==> src/hw/rtl/wmsc_pkg.sv <==
// wmsc_pkg: shared types, field widths and constants of the windowed motion sleep classifier
// no dependencies; imported by every module of the block except wmsc_ram
`timescale 1ns / 1ps

package wmsc_pkg;

    // field widths
    localparam int MOVE_W     = 16;
    localparam int MOV_SUM_W  = 18;
    localparam int AXES_W     = 2;
    localparam int THR_W      = 18;
    localparam int CLASS_W    = 2;
    localparam int MEAN_MOV_W = 18;
    localparam int MEAN_AX_W  = 10;
    localparam int FRAC_W     = 8;

    // value ranges used to size the running totals
    localparam int MOV_SUM_MAX = 196605;
    localparam int AXES_MAX    = 3;

    // configuration register indexes
    localparam int CFG_IDX_W = 1;
    localparam logic [CFG_IDX_W-1:0] CFG_AWAKE_THR = 1'b0;
    localparam logic [CFG_IDX_W-1:0] CFG_LIGHT_THR = 1'b1;

    // threshold reset values, Q8.8 (1.5 and 0.10)
    localparam int AWAKE_THR_RST = 384;
    localparam int LIGHT_THR_RST = 26;

    // default window length in samples
    localparam int WINDOW_LEN_DEF = 30;

    // pipeline depth of the constant divider and depth of the result queue
    localparam int CDIV_LAT    = 3;
    localparam int OFIFO_DEPTH = 8;

    typedef enum logic [CLASS_W-1:0] {
        CLASS_AWAKE = 2'd0,
        CLASS_LIGHT = 2'd1,
        CLASS_DEEP  = 2'd2
    } t_sleep_class;

    typedef struct packed {
        t_sleep_class          sleep_class;
        logic [MEAN_MOV_W-1:0] mean_movement;
        logic [MEAN_AX_W-1:0]  mean_axes;
    } t_result;

endpackage

==> src/hw/rtl/wmsc_ram.sv <==
// wmsc_ram: generic single write port, single read port ram with registered read data
// no dependencies
`timescale 1ns / 1ps

module wmsc_ram #(
    parameter int WIDTH = 8,
    parameter int DEPTH = 16
) (
    input  logic                     i_clk,
    input  logic                     i_we,
    input  logic [$clog2(DEPTH)-1:0] i_waddr,
    input  logic [WIDTH-1:0]         i_wdata,
    input  logic                     i_re,
    input  logic [$clog2(DEPTH)-1:0] i_raddr,
    output logic [WIDTH-1:0]         o_rdata
);

    logic [WIDTH-1:0] r_mem [DEPTH];
    logic [WIDTH-1:0] r_rdata;

    // write port
    always_ff @(posedge i_clk) begin
        if (i_we) begin
            r_mem[i_waddr] <= i_wdata;
        end
    end

    // read port, registered read data
    always_ff @(posedge i_clk) begin
        if (i_re) begin
            r_rdata <= r_mem[i_raddr];
        end
    end

    assign o_rdata = r_rdata;

endmodule

==> src/hw/rtl/wmsc_cdiv.sv <==
// wmsc_cdiv: pipelined division by a constant through a reciprocal multiply and one correction
// depends on wmsc_pkg for the default divisor; three register stages
`timescale 1ns / 1ps

module wmsc_cdiv
    import wmsc_pkg::*;
#(
    parameter int IN_W    = 23,
    parameter int OUT_W   = 18,
    parameter int DIVISOR = WINDOW_LEN_DEF
) (
    input  logic             i_clk,
    input  logic [IN_W-1:0]  i_num,
    output logic [OUT_W-1:0] o_quot
);

    localparam int PROD_W = 2 * IN_W;
    // floor(2^IN_W / DIVISOR): the estimate is low by at most one
    localparam logic [IN_W-1:0] RECIP = IN_W'((64'd1 << IN_W) / DIVISOR);
    localparam logic [IN_W-1:0] DIV_C = IN_W'(DIVISOR);

    logic [PROD_W-1:0] r_prod;
    logic [IN_W-1:0]   r_num1;
    logic [IN_W-1:0]   r_qest;
    logic [IN_W-1:0]   r_rem;
    logic [IN_W-1:0]   r_quot;
    logic [IN_W-1:0]   w_qest;
    logic [IN_W-1:0]   w_back;

    // stage 1: reciprocal multiply
    always_ff @(posedge i_clk) begin
        r_prod <= PROD_W'(i_num) * PROD_W'(RECIP);
        r_num1 <= i_num;
    end

    // stage 2: estimate and remainder
    assign w_qest = r_prod[PROD_W-1:IN_W];
    assign w_back = w_qest * DIV_C;

    always_ff @(posedge i_clk) begin
        r_qest <= w_qest;
        r_rem  <= r_num1 - w_back;
    end

    // stage 3: correct the estimate when the remainder reaches the divisor
    always_ff @(posedge i_clk) begin
        r_quot <= r_qest + IN_W'(r_rem >= DIV_C);
    end

    assign o_quot = r_quot[OUT_W-1:0];

endmodule

==> src/hw/rtl/wmsc_ofifo.sv <==
// wmsc_ofifo: small register queue holding finished results until the receiver takes them
// depends on wmsc_pkg for the result struct
`timescale 1ns / 1ps

module wmsc_ofifo
    import wmsc_pkg::*;
#(
    parameter int DEPTH = OFIFO_DEPTH
) (
    input  logic                       i_clk,
    input  logic                       i_rst_n,
    input  logic                       i_wr,
    input  t_result                    i_wdata,
    output logic [$clog2(DEPTH+1)-1:0] o_count,
    output logic                       o_valid,
    input  logic                       i_ready,
    output t_result                    o_rdata
);

    localparam int PTR_W = $clog2(DEPTH);
    localparam int CNT_W = $clog2(DEPTH + 1);
    localparam logic [PTR_W-1:0] LAST_PTR = PTR_W'(DEPTH - 1);

    t_result          r_mem [DEPTH];
    logic [PTR_W-1:0] r_wr_ptr;
    logic [PTR_W-1:0] r_rd_ptr;
    logic [CNT_W-1:0] r_count;
    logic             w_rd;

    assign o_valid = (r_count != '0);
    assign w_rd    = o_valid && i_ready;

    // entry storage
    always_ff @(posedge i_clk) begin
        if (i_wr) begin
            r_mem[r_wr_ptr] <= i_wdata;
        end
    end

    // pointers and fill count
    always_ff @(posedge i_clk) begin
        if (!i_rst_n) begin
            r_wr_ptr <= '0;
            r_rd_ptr <= '0;
            r_count  <= '0;
        end else begin
            if (i_wr) begin
                r_wr_ptr <= (r_wr_ptr == LAST_PTR) ? '0 : r_wr_ptr + 1'b1;
            end
            if (w_rd) begin
                r_rd_ptr <= (r_rd_ptr == LAST_PTR) ? '0 : r_rd_ptr + 1'b1;
            end
            if (i_wr && !w_rd) begin
                r_count <= r_count + 1'b1;
            end else if (!i_wr && w_rd) begin
                r_count <= r_count - 1'b1;
            end
        end
    end

    assign o_count = r_count;
    assign o_rdata = r_mem[r_rd_ptr];

endmodule

==> src/hw/rtl/windowed_motion_sleep_classifier.sv <==
// windowed_motion_sleep_classifier: top level of the sliding window sleep classifier
// depends on wmsc_pkg, wmsc_ram, wmsc_cdiv and wmsc_ofifo
`timescale 1ns / 1ps

// Usage
//   Input channel (i_valid / o_ready): one sample per transfer, three Q8.8 axis
//   magnitudes and an active axis count. Output channel (o_valid / i_ready): one
//   result per sample once WINDOW_LEN samples have been seen: class and the
//   truncated window averages of movement and axis count.
//   Config port: i_cfg_wen writes i_cfg_data to the register at i_cfg_idx
//   (0 awake threshold, 1 light threshold); write only while the block is idle.
//   Throughput: one sample per cycle while o_ready is high, set by the single read and single write
//   of the window ring memory per sample.
//   Pipeline: a result passes the ring read, the running total update, the
//   constant divider stages and the result queue before it can be taken.
//   Reset (synchronous, active low) empties the pipeline and the result queue,
//   zeroes the totals and the window position and restores the thresholds.
//   The ring memory needs no clearing: old entries are used only after the
//   window has been filled once.
//   When the receiver stalls, results collect in an eight-entry queue and
//   o_ready drops only when the queue plus the items still in the pipeline
//   would fill it.

module windowed_motion_sleep_classifier
    import wmsc_pkg::*;
#(
    parameter int WINDOW_LEN = WINDOW_LEN_DEF
) (
    input  logic                  i_clk,
    input  logic                  i_rst_n,
    input  logic                  i_cfg_wen,
    input  logic [CFG_IDX_W-1:0]  i_cfg_idx,
    input  logic [THR_W-1:0]      i_cfg_data,
    input  logic                  i_valid,
    output logic                  o_ready,
    input  logic [MOVE_W-1:0]     i_move_x,
    input  logic [MOVE_W-1:0]     i_move_y,
    input  logic [MOVE_W-1:0]     i_move_z,
    input  logic [AXES_W-1:0]     i_active_axis_count,
    output logic                  o_valid,
    input  logic                  i_ready,
    output logic [CLASS_W-1:0]    o_sleep_class,
    output logic [MEAN_MOV_W-1:0] o_mean_movement,
    output logic [MEAN_AX_W-1:0]  o_mean_axes
);

    localparam int SLOT_W  = $clog2(WINDOW_LEN);
    localparam int MOV_TW  = $clog2(WINDOW_LEN * MOV_SUM_MAX + 1);
    localparam int AX_TW   = $clog2(AXES_MAX * WINDOW_LEN + 1);
    localparam int AXN_W   = AX_TW + FRAC_W;
    localparam int LIM_W   = THR_W + $clog2(WINDOW_LEN);
    localparam int CMP_W   = (MOV_TW > LIM_W) ? MOV_TW : LIM_W;
    localparam int RAM_W   = MOV_SUM_W + AXES_W;
    localparam int INFL_W  = $clog2(CDIV_LAT + 3);
    localparam int CNT_W   = $clog2(OFIFO_DEPTH + 1);
    localparam int OCC_W   = ((CNT_W > INFL_W) ? CNT_W : INFL_W) + 1;
    localparam logic [SLOT_W-1:0] LAST_SLOT = SLOT_W'(WINDOW_LEN - 1);
    localparam logic [LIM_W-1:0]  AWAKE_LIM_RST = LIM_W'(AWAKE_THR_RST * WINDOW_LEN);
    localparam logic [LIM_W-1:0]  LIGHT_LIM_RST = LIM_W'(LIGHT_THR_RST * WINDOW_LEN);

    // thresholds kept already scaled by the window length
    logic [LIM_W-1:0]      r_awake_lim;
    logic [LIM_W-1:0]      r_light_lim;

    // window position
    logic [SLOT_W-1:0]     r_slot;
    logic                  r_filled;

    // accept stage
    logic                  w_accept;
    logic [MOV_SUM_W-1:0]  w_sum;
    logic                  r_a_valid;
    logic                  r_a_sub;
    logic                  r_a_emit;
    logic [MOV_SUM_W-1:0]  r_a_sum;
    logic [AXES_W-1:0]     r_a_axes;
    logic [SLOT_W-1:0]     r_a_slot;

    // running total stage
    logic [RAM_W-1:0]      w_ring_rdata;
    logic [MOV_SUM_W-1:0]  w_old_mov;
    logic [AXES_W-1:0]     w_old_axes;
    logic [MOV_TW-1:0]     r_mov_tot;
    logic [MOV_TW-1:0]     n_mov_tot;
    logic [AX_TW-1:0]      r_ax_tot;
    logic [AX_TW-1:0]      n_ax_tot;
    logic                  r_b_valid;

    // classify and divide stages
    t_sleep_class          w_class;
    logic [CDIV_LAT-1:0]   r_d_valid;
    t_sleep_class          r_d_class [CDIV_LAT];
    logic [MEAN_MOV_W-1:0] w_mean_mov;
    logic [MEAN_AX_W-1:0]  w_mean_ax;

    // result queue
    t_result               w_res_in;
    t_result               w_res_out;
    logic [CNT_W-1:0]      w_q_count;
    logic [INFL_W-1:0]     w_inflight;
    logic [OCC_W-1:0]      w_occupancy;

    // configuration writes
    always_ff @(posedge i_clk) begin
        if (!i_rst_n) begin
            r_awake_lim <= AWAKE_LIM_RST;
            r_light_lim <= LIGHT_LIM_RST;
        end else if (i_cfg_wen) begin
            case (i_cfg_idx)
                CFG_AWAKE_THR: r_awake_lim <= LIM_W'(i_cfg_data) * LIM_W'(WINDOW_LEN);
                CFG_LIGHT_THR: r_light_lim <= LIM_W'(i_cfg_data) * LIM_W'(WINDOW_LEN);
                default: ;
            endcase
        end
    end

    // credit check: queue entries plus everything still in the pipeline
    assign w_inflight  = INFL_W'($countones({r_a_valid, r_b_valid, r_d_valid}));
    assign w_occupancy = OCC_W'(w_q_count) + OCC_W'(w_inflight);
    assign o_ready     = (w_occupancy < OCC_W'(OFIFO_DEPTH));
    assign w_accept    = i_valid && o_ready;

    // accept stage: sum the axes and read the entry about to be replaced
    assign w_sum = MOV_SUM_W'(i_move_x) + MOV_SUM_W'(i_move_y) + MOV_SUM_W'(i_move_z);

    always_ff @(posedge i_clk) begin
        if (!i_rst_n) begin
            r_slot    <= '0;
            r_filled  <= 1'b0;
            r_a_valid <= 1'b0;
        end else begin
            r_a_valid <= w_accept;
            if (w_accept) begin
                r_slot <= (r_slot == LAST_SLOT) ? '0 : r_slot + 1'b1;
                if (r_slot == LAST_SLOT) begin
                    r_filled <= 1'b1;
                end
            end
        end
    end

    always_ff @(posedge i_clk) begin
        if (w_accept) begin
            r_a_sum  <= w_sum;
            r_a_axes <= i_active_axis_count;
            r_a_slot <= r_slot;
            r_a_sub  <= r_filled;
            r_a_emit <= r_filled || (r_slot == LAST_SLOT);
        end
    end

    // window ring: read at accept, written back in the following cycle
    wmsc_ram #(
        .WIDTH (RAM_W),
        .DEPTH (WINDOW_LEN)
    ) u_ring (
        .i_clk   (i_clk),
        .i_we    (r_a_valid),
        .i_waddr (r_a_slot),
        .i_wdata ({r_a_sum, r_a_axes}),
        .i_re    (w_accept),
        .i_raddr (r_slot),
        .o_rdata (w_ring_rdata)
    );

    // running totals: drop the outgoing entry once the window is full
    assign w_old_mov  = w_ring_rdata[RAM_W-1:AXES_W];
    assign w_old_axes = w_ring_rdata[AXES_W-1:0];

    always_comb begin
        n_mov_tot = r_mov_tot;
        n_ax_tot  = r_ax_tot;
        if (r_a_valid) begin
            n_mov_tot = r_mov_tot - (r_a_sub ? MOV_TW'(w_old_mov) : '0) + MOV_TW'(r_a_sum);
            n_ax_tot  = r_ax_tot - (r_a_sub ? AX_TW'(w_old_axes) : '0) + AX_TW'(r_a_axes);
        end
    end

    always_ff @(posedge i_clk) begin
        if (!i_rst_n) begin
            r_mov_tot <= '0;
            r_ax_tot  <= '0;
            r_b_valid <= 1'b0;
        end else begin
            r_mov_tot <= n_mov_tot;
            r_ax_tot  <= n_ax_tot;
            r_b_valid <= r_a_valid && r_a_emit;
        end
    end

    // classification against the scaled thresholds
    always_comb begin
        if (CMP_W'(r_mov_tot) > CMP_W'(r_awake_lim)) begin
            w_class = CLASS_AWAKE;
        end else if (CMP_W'(r_mov_tot) > CMP_W'(r_light_lim)) begin
            w_class = CLASS_LIGHT;
        end else begin
            w_class = CLASS_DEEP;
        end
    end

    // window averages
    wmsc_cdiv #(
        .IN_W    (MOV_TW),
        .OUT_W   (MEAN_MOV_W),
        .DIVISOR (WINDOW_LEN)
    ) u_div_mov (
        .i_clk  (i_clk),
        .i_num  (r_mov_tot),
        .o_quot (w_mean_mov)
    );

    wmsc_cdiv #(
        .IN_W    (AXN_W),
        .OUT_W   (MEAN_AX_W),
        .DIVISOR (WINDOW_LEN)
    ) u_div_axes (
        .i_clk  (i_clk),
        .i_num  ({r_ax_tot, FRAC_W'(0)}),
        .o_quot (w_mean_ax)
    );

    // valid and class follow the divider pipeline
    always_ff @(posedge i_clk) begin
        if (!i_rst_n) begin
            r_d_valid <= '0;
        end else begin
            r_d_valid <= {r_d_valid[CDIV_LAT-2:0], r_b_valid};
        end
    end

    always_ff @(posedge i_clk) begin
        r_d_class[0] <= w_class;
        for (int i = 1; i < CDIV_LAT; i++) begin
            r_d_class[i] <= r_d_class[i-1];
        end
    end

    // result queue
    assign w_res_in.sleep_class   = r_d_class[CDIV_LAT-1];
    assign w_res_in.mean_movement = w_mean_mov;
    assign w_res_in.mean_axes     = w_mean_ax;

    wmsc_ofifo #(
        .DEPTH (OFIFO_DEPTH)
    ) u_ofifo (
        .i_clk   (i_clk),
        .i_rst_n (i_rst_n),
        .i_wr    (r_d_valid[CDIV_LAT-1]),
        .i_wdata (w_res_in),
        .o_count (w_q_count),
        .o_valid (o_valid),
        .i_ready (i_ready),
        .o_rdata (w_res_out)
    );

    assign o_sleep_class   = w_res_out.sleep_class;
    assign o_mean_movement = w_res_out.mean_movement;
    assign o_mean_axes     = w_res_out.mean_axes;

endmodule

==> config.mk <==
export PLATFORM = sky130hd
export DESIGN_NAME = windowed_motion_sleep_classifier
export DESIGN_NICKNAME = d
export VERILOG_FILES = /design/src/hw/rtl/wmsc_pkg.sv /design/src/hw/rtl/wmsc_ram.sv /design/src/hw/rtl/wmsc_cdiv.sv /design/src/hw/rtl/wmsc_ofifo.sv /design/src/hw/rtl/windowed_motion_sleep_classifier.sv
export SDC_FILE = /design/constraint.sdc
export NUM_CORES = 2
export LEC_CHECK = 0
export BUFFER_PORTS_ARGS = -buffer_cell sky130_fd_sc_hd__buf_2
export CAP_MARGIN = 10
export CORE_MARGIN = 1.5
export CORE_UTILIZATION = 59
export CTS_BUF_LIST = sky130_fd_sc_hd__clkbuf_4
export DETAILED_ROUTE_END_ITERATION = 8
export GPL_TIMING_DRIVEN = 0
export PLACE_DENSITY = 0.79
export SETUP_SLACK_MARGIN = 0.3
export SYNTH_ARGS = -nofsm -noshare
export SYNTH_HDL_FRONTEND = slang
export SYNTH_HIERARCHICAL = 1
export SYNTH_SLANG_ARGS = --single-unit
==> constraint.sdc <==
create_clock -name i_clk -period 5.05 [get_ports i_clk]
set_input_delay 1.01 -clock i_clk [delete_from_list [all_inputs] [get_ports i_clk]]
set_output_delay 1.01 -clock i_clk [all_outputs]
set_load 0.01 [all_outputs]
== Yosys cells after proc, flatten, opt, wreduce, memory -nomap -nowiden ==
Memories as Yosys holds them, arrays and structs flattened. A register that Yosys moved wholly into a read port is not among the register bits.
Index checks and enable logic that the tools add are counted.

* Register bits after elaboration: 302
* Bits in latches: 0
* RAM bits: 846
* Memory bits (read-only): 0
* Input bits: 74
* Memories kept: 3

* Add/sub/neg operators: 20
* Multipliers: 5
* Divide/modulo/power cells: 0
* Order comparisons: 5
* Equal/unequal tests: 3
* Shift-type cells: 0
* Muxes and demuxes: 15
* Bitwise logic cells: 1
* Reduce and logical (&&, ||, !) cells: 13

{| class="wikitable"
|+ Memory list
! memory !! words !! width !! read ports !! clocked after Yosys merged registers in !! wr ports !! line !! source
|-
| u_ring.r_mem || 30 || 20 || 1 || 1 || 1 || wmsc_ram.sv:18 || <nowiki>logic [WIDTH-1:0] r_mem [DEPTH];</nowiki>
|-
| u_ofifo.r_mem || 8 || 30 || 1 || 1 || 1 || wmsc_ofifo.sv:24 || <nowiki>t_result r_mem [DEPTH];</nowiki>
|-
| r_d_class || 3 || 2 || 3 || 0 || 3 || windowed_motion_sleep_classifier.sv:92 || <nowiki>t_sleep_class r_d_class [CDIV_LAT];</nowiki>
|}

{| class="wikitable"
|+ Operators by type and width
! operator !! number
|-
| $gt A23 B23 Y1 || 2
|-
| $mul A23 B17 Y40 const B || 1
|-
| $add A23 B18 Y23 || 1
|-
| $ge A23 B5 Y1 const B || 1
|-
| $sub A23 B18 Y23 || 1
|-
| $sub A23 B23 Y23 || 1
|-
| $mul A18 B4 Y22 const B || 1
|-
| $mul A19 B4 Y22 const B || 1
|-
| $add A17 B16 Y18 || 1
|-
| $add A18 B1 Y18 || 1
|-
| $mux W18 || 1
|-
| $add A16 B16 Y17 || 1
|-
| $mul A7 B9 Y16 const B || 1
|-
| $ge A15 B5 Y1 const B || 1
|-
| $sub A15 B15 Y15 || 1
|-
| $mul A11 B4 Y14 const B || 1
|-
| $mux W3 || 4
|-
| $add A10 B1 Y10 || 1
|-
| $mux W4 || 2
|-
| $add A7 B2 Y7 || 1
|-
| $sub A7 B2 Y7 || 1
|-
| $add A3 B1 Y3 const B || 2
|-
| $eq A3 B3 Y1 const B || 2
|-
| $mux W2 || 3
|-
| 18 further kinds || 29
|}

== Depth between registers and ports, before layout ==
* Depth in word-level cells: 7
* Mapped depth: 22
* Depth with buffers taken out: 21

== Cells and area by module ==
The synthesis kept the hierarchy.

{| class="wikitable"
|+ By module, submodules not included
! module !! instances !! cells each !! area each (um^2)
|-
| wmsc_ram || 1 || 1,136 || 23,799.1
|-
| windowed_motion_sleep_classifier || 1 || 1,170 || 10,157.2
|-
| wmsc_ofifo || 1 || 420 || 9,898.2
|-
| wmsc_cdiv at u_div_mov || 1 || 860 || 8,424.3
|-
| wmsc_cdiv at u_div_axes || 1 || 423 || 4,166.5
|}

== Worst setup path after synthesis ==
Ideal clock, no wire load.

* Path type: register -> register
* Start point: reg u_div_mov.r_prod[24]
* End point: reg u_div_mov.r_rem[21]
* Setup time: 0.072 ns
* Arrival time: 4.867 ns
* Path slack: 0.111 ns
* Stages on the path, launching flop included: 23
* Path buffers: 1
* Period minus slack after synthesis: 4.939 ns
* Cells stage by stage: dfxtp_1 -> inv_1 -> fa_1 -> fa_1 -> inv_1 -> ha_1 -> nor2b_1 -> o31a_1 -> o211ai_1 -> nand2_1 -> a41o_1 -> a21o_1 -> a21oi_1 -> xor2_1 -> ha_1 -> clkbuf_2 -> and3_2 -> a221o_1 -> a21oi_1 -> nand3_1 -> a31o_2 -> a21oi_1 -> xnor2_1

* Cells in the longest elaborated chain, start to end: 2

{| class="wikitable"
|+ RTL lines
! item !! line !! source
|-
| start: declaration || wmsc_cdiv.sv:22 || <nowiki>logic [PROD_W-1:0] r_prod;</nowiki>
|-
| start signal: assignment || wmsc_cdiv.sv:32 || <nowiki>r_prod <= PROD_W'(i_num) * PROD_W'(RECIP);</nowiki>
|-
| $mul A19 B4 Y22 || wmsc_cdiv.sv:38 || <nowiki>assign w_back = w_qest * DIV_C;</nowiki>
|-
| $sub A23 B23 Y23 || wmsc_cdiv.sv:42 || <nowiki>r_rem <= r_num1 - w_back;</nowiki>
|-
| end signal: assignment || wmsc_cdiv.sv:42 ||
|-
| end: declaration || wmsc_cdiv.sv:25 || <nowiki>logic [IN_W-1:0] r_rem;</nowiki>
|}

No other way between the ends.
A chain may end at the register's enable or synchronous reset.

== Final worst setup path ==
* Start point: reg u_div_mov.r_prod[25]
* End point: reg u_div_mov.r_rem[21]

The elaborated chain is that of the path after synthesis.

==> out/results.tsv <==
metric	value	unit
sequential-to-total area share from yosys stat	56.5	%
Rel. slew slack	15.7	%
# DRC	0	
min-delay worst type	in -> reg	
VDD IR max	0.742	mV
htree depth	5	
Worst path top cell family by delay	compound AO/OA/AOI/OAI gates	
Yosys Warn Count	6	
Nets	5128	
GP Congestion	0.916	
P_leak	25.1	nW
combinational share of power	48.4	%
HPWL Detailed	88100	um
Hold Path Origin	i_ready	
Clock Skew	0.113	ns
post-route ant nets	0	
number of DRC markers in iteration 0	3119	
NetSw	15.5	mW
Final Max Tran Viols	0	
FF+latch count, synth	1149	
clk slew on worst S/H paths	0.07	ns
Critical Path End Type	register	
setup_tns	0	ns
PnR worst setup slack	0.0982	ns
Hold Worst Slack	0.260	ns
CORE AREA	94900	um2
die footprint	97500	um2
Worst Hold End	u_ofifo/r_rd_ptr[2]	
CTS tree	yes	
minimum period implied by the final worst setup slack	4.95	ns
first-pass GRT wire length	199000	um
WP data required	6.09	ns
Port Buf Inserts	105	
Crit path largest cell delay	0.54	ns
Seq pwr share	32.5	%
drt pass-1 iters	6	
Power Dens Cells	628	nW/um2
commonest non-fill, non-tap cells in the layout	887 x edfxtp_1, 429 x clkbuf_4, 417 x inv_1	
Starting Density	59.5	%
crit path cell chain	buf_6 -> fa_2 -> fa_1 -> inv_2 -> fa_2 -> nor2b_4 -> o31a_1 -> o211ai_1 -> nand2_1 -> a41o_1 -> a21o_1 -> a21oi_2 -> xor2_1 -> ha_1 -> clkbuf_8 -> and3_4 -> a221o_1 -> a21oi_2 -> nand3_1 -> a31o_2 -> a21oi_2 -> xnor2_1	
Synth cell types	88	
GRT overflow	0	
slew at the pin closest to its max-slew limit	1.23	ns
vias in the first global route	36237	
dpl ws	-0.177	ns
Avg Cell Area, Syn	14.1	um2
startpoint types	register	
Die W	312	um
reg2reg path depth	22	
Max Fanout on Critical Path	3	
Max-Cap Viols	0	
Die H	312	um
post-layout util	67.3	%
Gate Count Post-Synth	4009	
Synth async-reset ratio	0	%
status	complete, no violations	
layout cell share with drive strength beyond 1	20.8	%
Final Power	40.1	mW
crit-path most repeated cell	a21oi_2	
Clock Path Buffers	4	
CP max stage cell	fa_1	
crit path DAT	5.99	ns
commonest non-fill, non-tap cell in the layout	edfxtp_1	
Net Sw Frac	38.5	%
share of the clock period used by the worst path	98.1	%
Inserted Clock Buffers	302	
endpoints failing setup	0	
pin count of the biggest net entering global routing	32	
WL/cell	21.6	um
clock sink total	1149	
GRT Util Overall	26.7	%
vias	35280	
Fin. Hold Viols	0	
Post-synth EDFFs	887	
clock power share	19.1	%
Critical R2R Capture	u_div_mov/r_rem[21]	
synthesized area	56400	um2
internal power	24.7	mW
Site Rows	113	
Achievable Freq	202	MHz
crit path buf inv count	3	
critical register-to-register path startpoint	u_div_mov/r_prod[25]	
R2R Setup Slk	0.1	ns
hold path cells	3	
Vias/cell	5.89	
Layout area overhead	13.2	%
I/O Pins	106	
commonest register cell after synthesis	edfxtp_1	
worst-skew pair later-pin latency	1.16	ns
initial antenna violation count	1	
final WL	130000	um
WS Path Type	reg -> reg	
RSZ-0062 raised after global routing	true	
CTS root buf	clkbuf_4	
[power groups by stage]
stage / clock, mW / combinational (mW) / sequential (mW)
after floorplan: 0 / 14.0 / 12.6
after global placement: 0 / 17.0 / 13.2
after detailed placement: 0 / 17.5 / 13.3
after CTS: 7.84 / 18.4 / 13.1
after global routing: 8.33 / 21.7 / 13.1
final: 7.67 / 19.4 / 13.0
[registers in the layout, indices dropped and copies added, names as in the netlist, 4 cells and up, named ones only]
signal	cells
u_div_axes/r_quot	10
r_awake_lim	22
u_div_mov/r_quot	18
u_div_axes/r_qest	10
u_ofifo/r_mem	240
u_ofifo/o_count	4
r_a_sum	18
u_div_axes/r_prod	11
r_slot	5
u_div_axes/r_num1	14
r_ax_tot	7
u_ring/o_rdata	20
r_light_lim	22
u_div_axes/r_rem	14
u_div_mov/r_qest	18
r_mov_tot	23
r_a_slot	5
r_d_class	6
u_div_mov/r_num1	22
u_ring/r_mem	600
u_div_mov/r_prod	19
u_div_mov/r_rem	22
[metrics by stage]
| step | cells | area, um2 |
|---|---|---|
| 2_1_floorplan | 4027 | 56500 |
| 3_5_place_dp | 5438 | 59500 |
| 5_1_grt | 5988 | 63900 |
| 3_3_place_gp | 5397 | 58700 |
| 6_report | 5989 | 63900 |
| 4_1_cts | 5965 | 63500 |
[logic make-up (layout without fill, tap and decap cells)]
family | count (synthesis) | after routing | synth area share [%]
AO/OA/AOI/OAI | 617 | 617 | 7.15
adder cells (fa/ha/maj) | 535 | 535 | 14.1
AND/OR/NAND/NOR | 712 | 712 | 6.39
flip-flops | 1149 | 1149 | 56.5
other | 1 | 22 | 0.00664
multiplexers | 315 | 315 | 9.68
XOR/XNOR | 148 | 148 | 2.30
buffers and inverters | 532 | 1226 | 3.92
[cell type report]
type	count	area, um2
flip-flops and latches	1149	31900
fillers	6372	31000
multi-input cells	2346	22900
clock buffers	429	3220
repair buffers	188	1680
inverters	426	1610
well taps	1265	1580
plain buffers	106	621
clock inverters	77	384
diodes	3	7.51
[synth_stat cells, drive strengths merged, types with 52 or more instances]
master / count / area (um2)
mux2i: 96 / 961
xor2: 57 / 499
clkbuf: 52 / 196
edfxtp: 887 / 26600
a21o: 76 / 573
nand2: 162 / 608
fa: 167 / 3340
o21ai: 99 / 503
mux4: 161 / 3850
inv: 425 / 1600
nor2: 171 / 642
xnor2: 91 / 797
ha: 368 / 4600
mux2: 58 / 653
a21oi: 176 / 885
buf: 54 / 415
dfxtp: 262 / 5250
nand3: 78 / 390
[worst min-delay path: stages]
cell	delay, ns
buf_2	0.14
nand3_1	0.07
a21boi_0	0.10
[repair_timing]
item / 4_1_cts / 5_1_grt
endpoints found under the setup margin: 18 / 18
pin swaps: 31 / 33
hold buffers: 2 / 0
endpoints found under the hold margin: 2 / 0
gates resized for setup: 50 / 45
buffers inserted: 19 / 17
[worst max path at each step]
stage                         startpoint                   end  slack [ns]  depth (start not counted)
finish              u_div_mov/r_prod[25]   u_div_mov/r_rem[21]         0.1                         22
global route        u_div_mov/r_prod[25]   u_div_mov/r_rem[21]       -0.09                         22
CTS                 u_div_mov/r_prod[24]   u_div_mov/r_rem[21]        0.24                         22
detailed placement  u_div_mov/r_prod[27]   u_div_mov/r_rem[21]       -0.18                         22
global placement            r_d_valid[2]  u_ofifo/r_mem[0][27]       -0.19                          2
floorplan           u_div_mov/r_prod[27]   u_div_mov/r_rem[21]        0.31                         22
[layer usage]
layer / vias up / track usage [%] / wire (um)
met3: 320 / 5.28 / 10200
met4: 0 / 11.8 / 4780
met2: 1621 / 45.0 / 64200
met1: 17280 / 33.5 / 50300
met5: - / 0 / 0
li1: 16059 / - / -
Note: power is estimated with default switching activity, not from simulation.
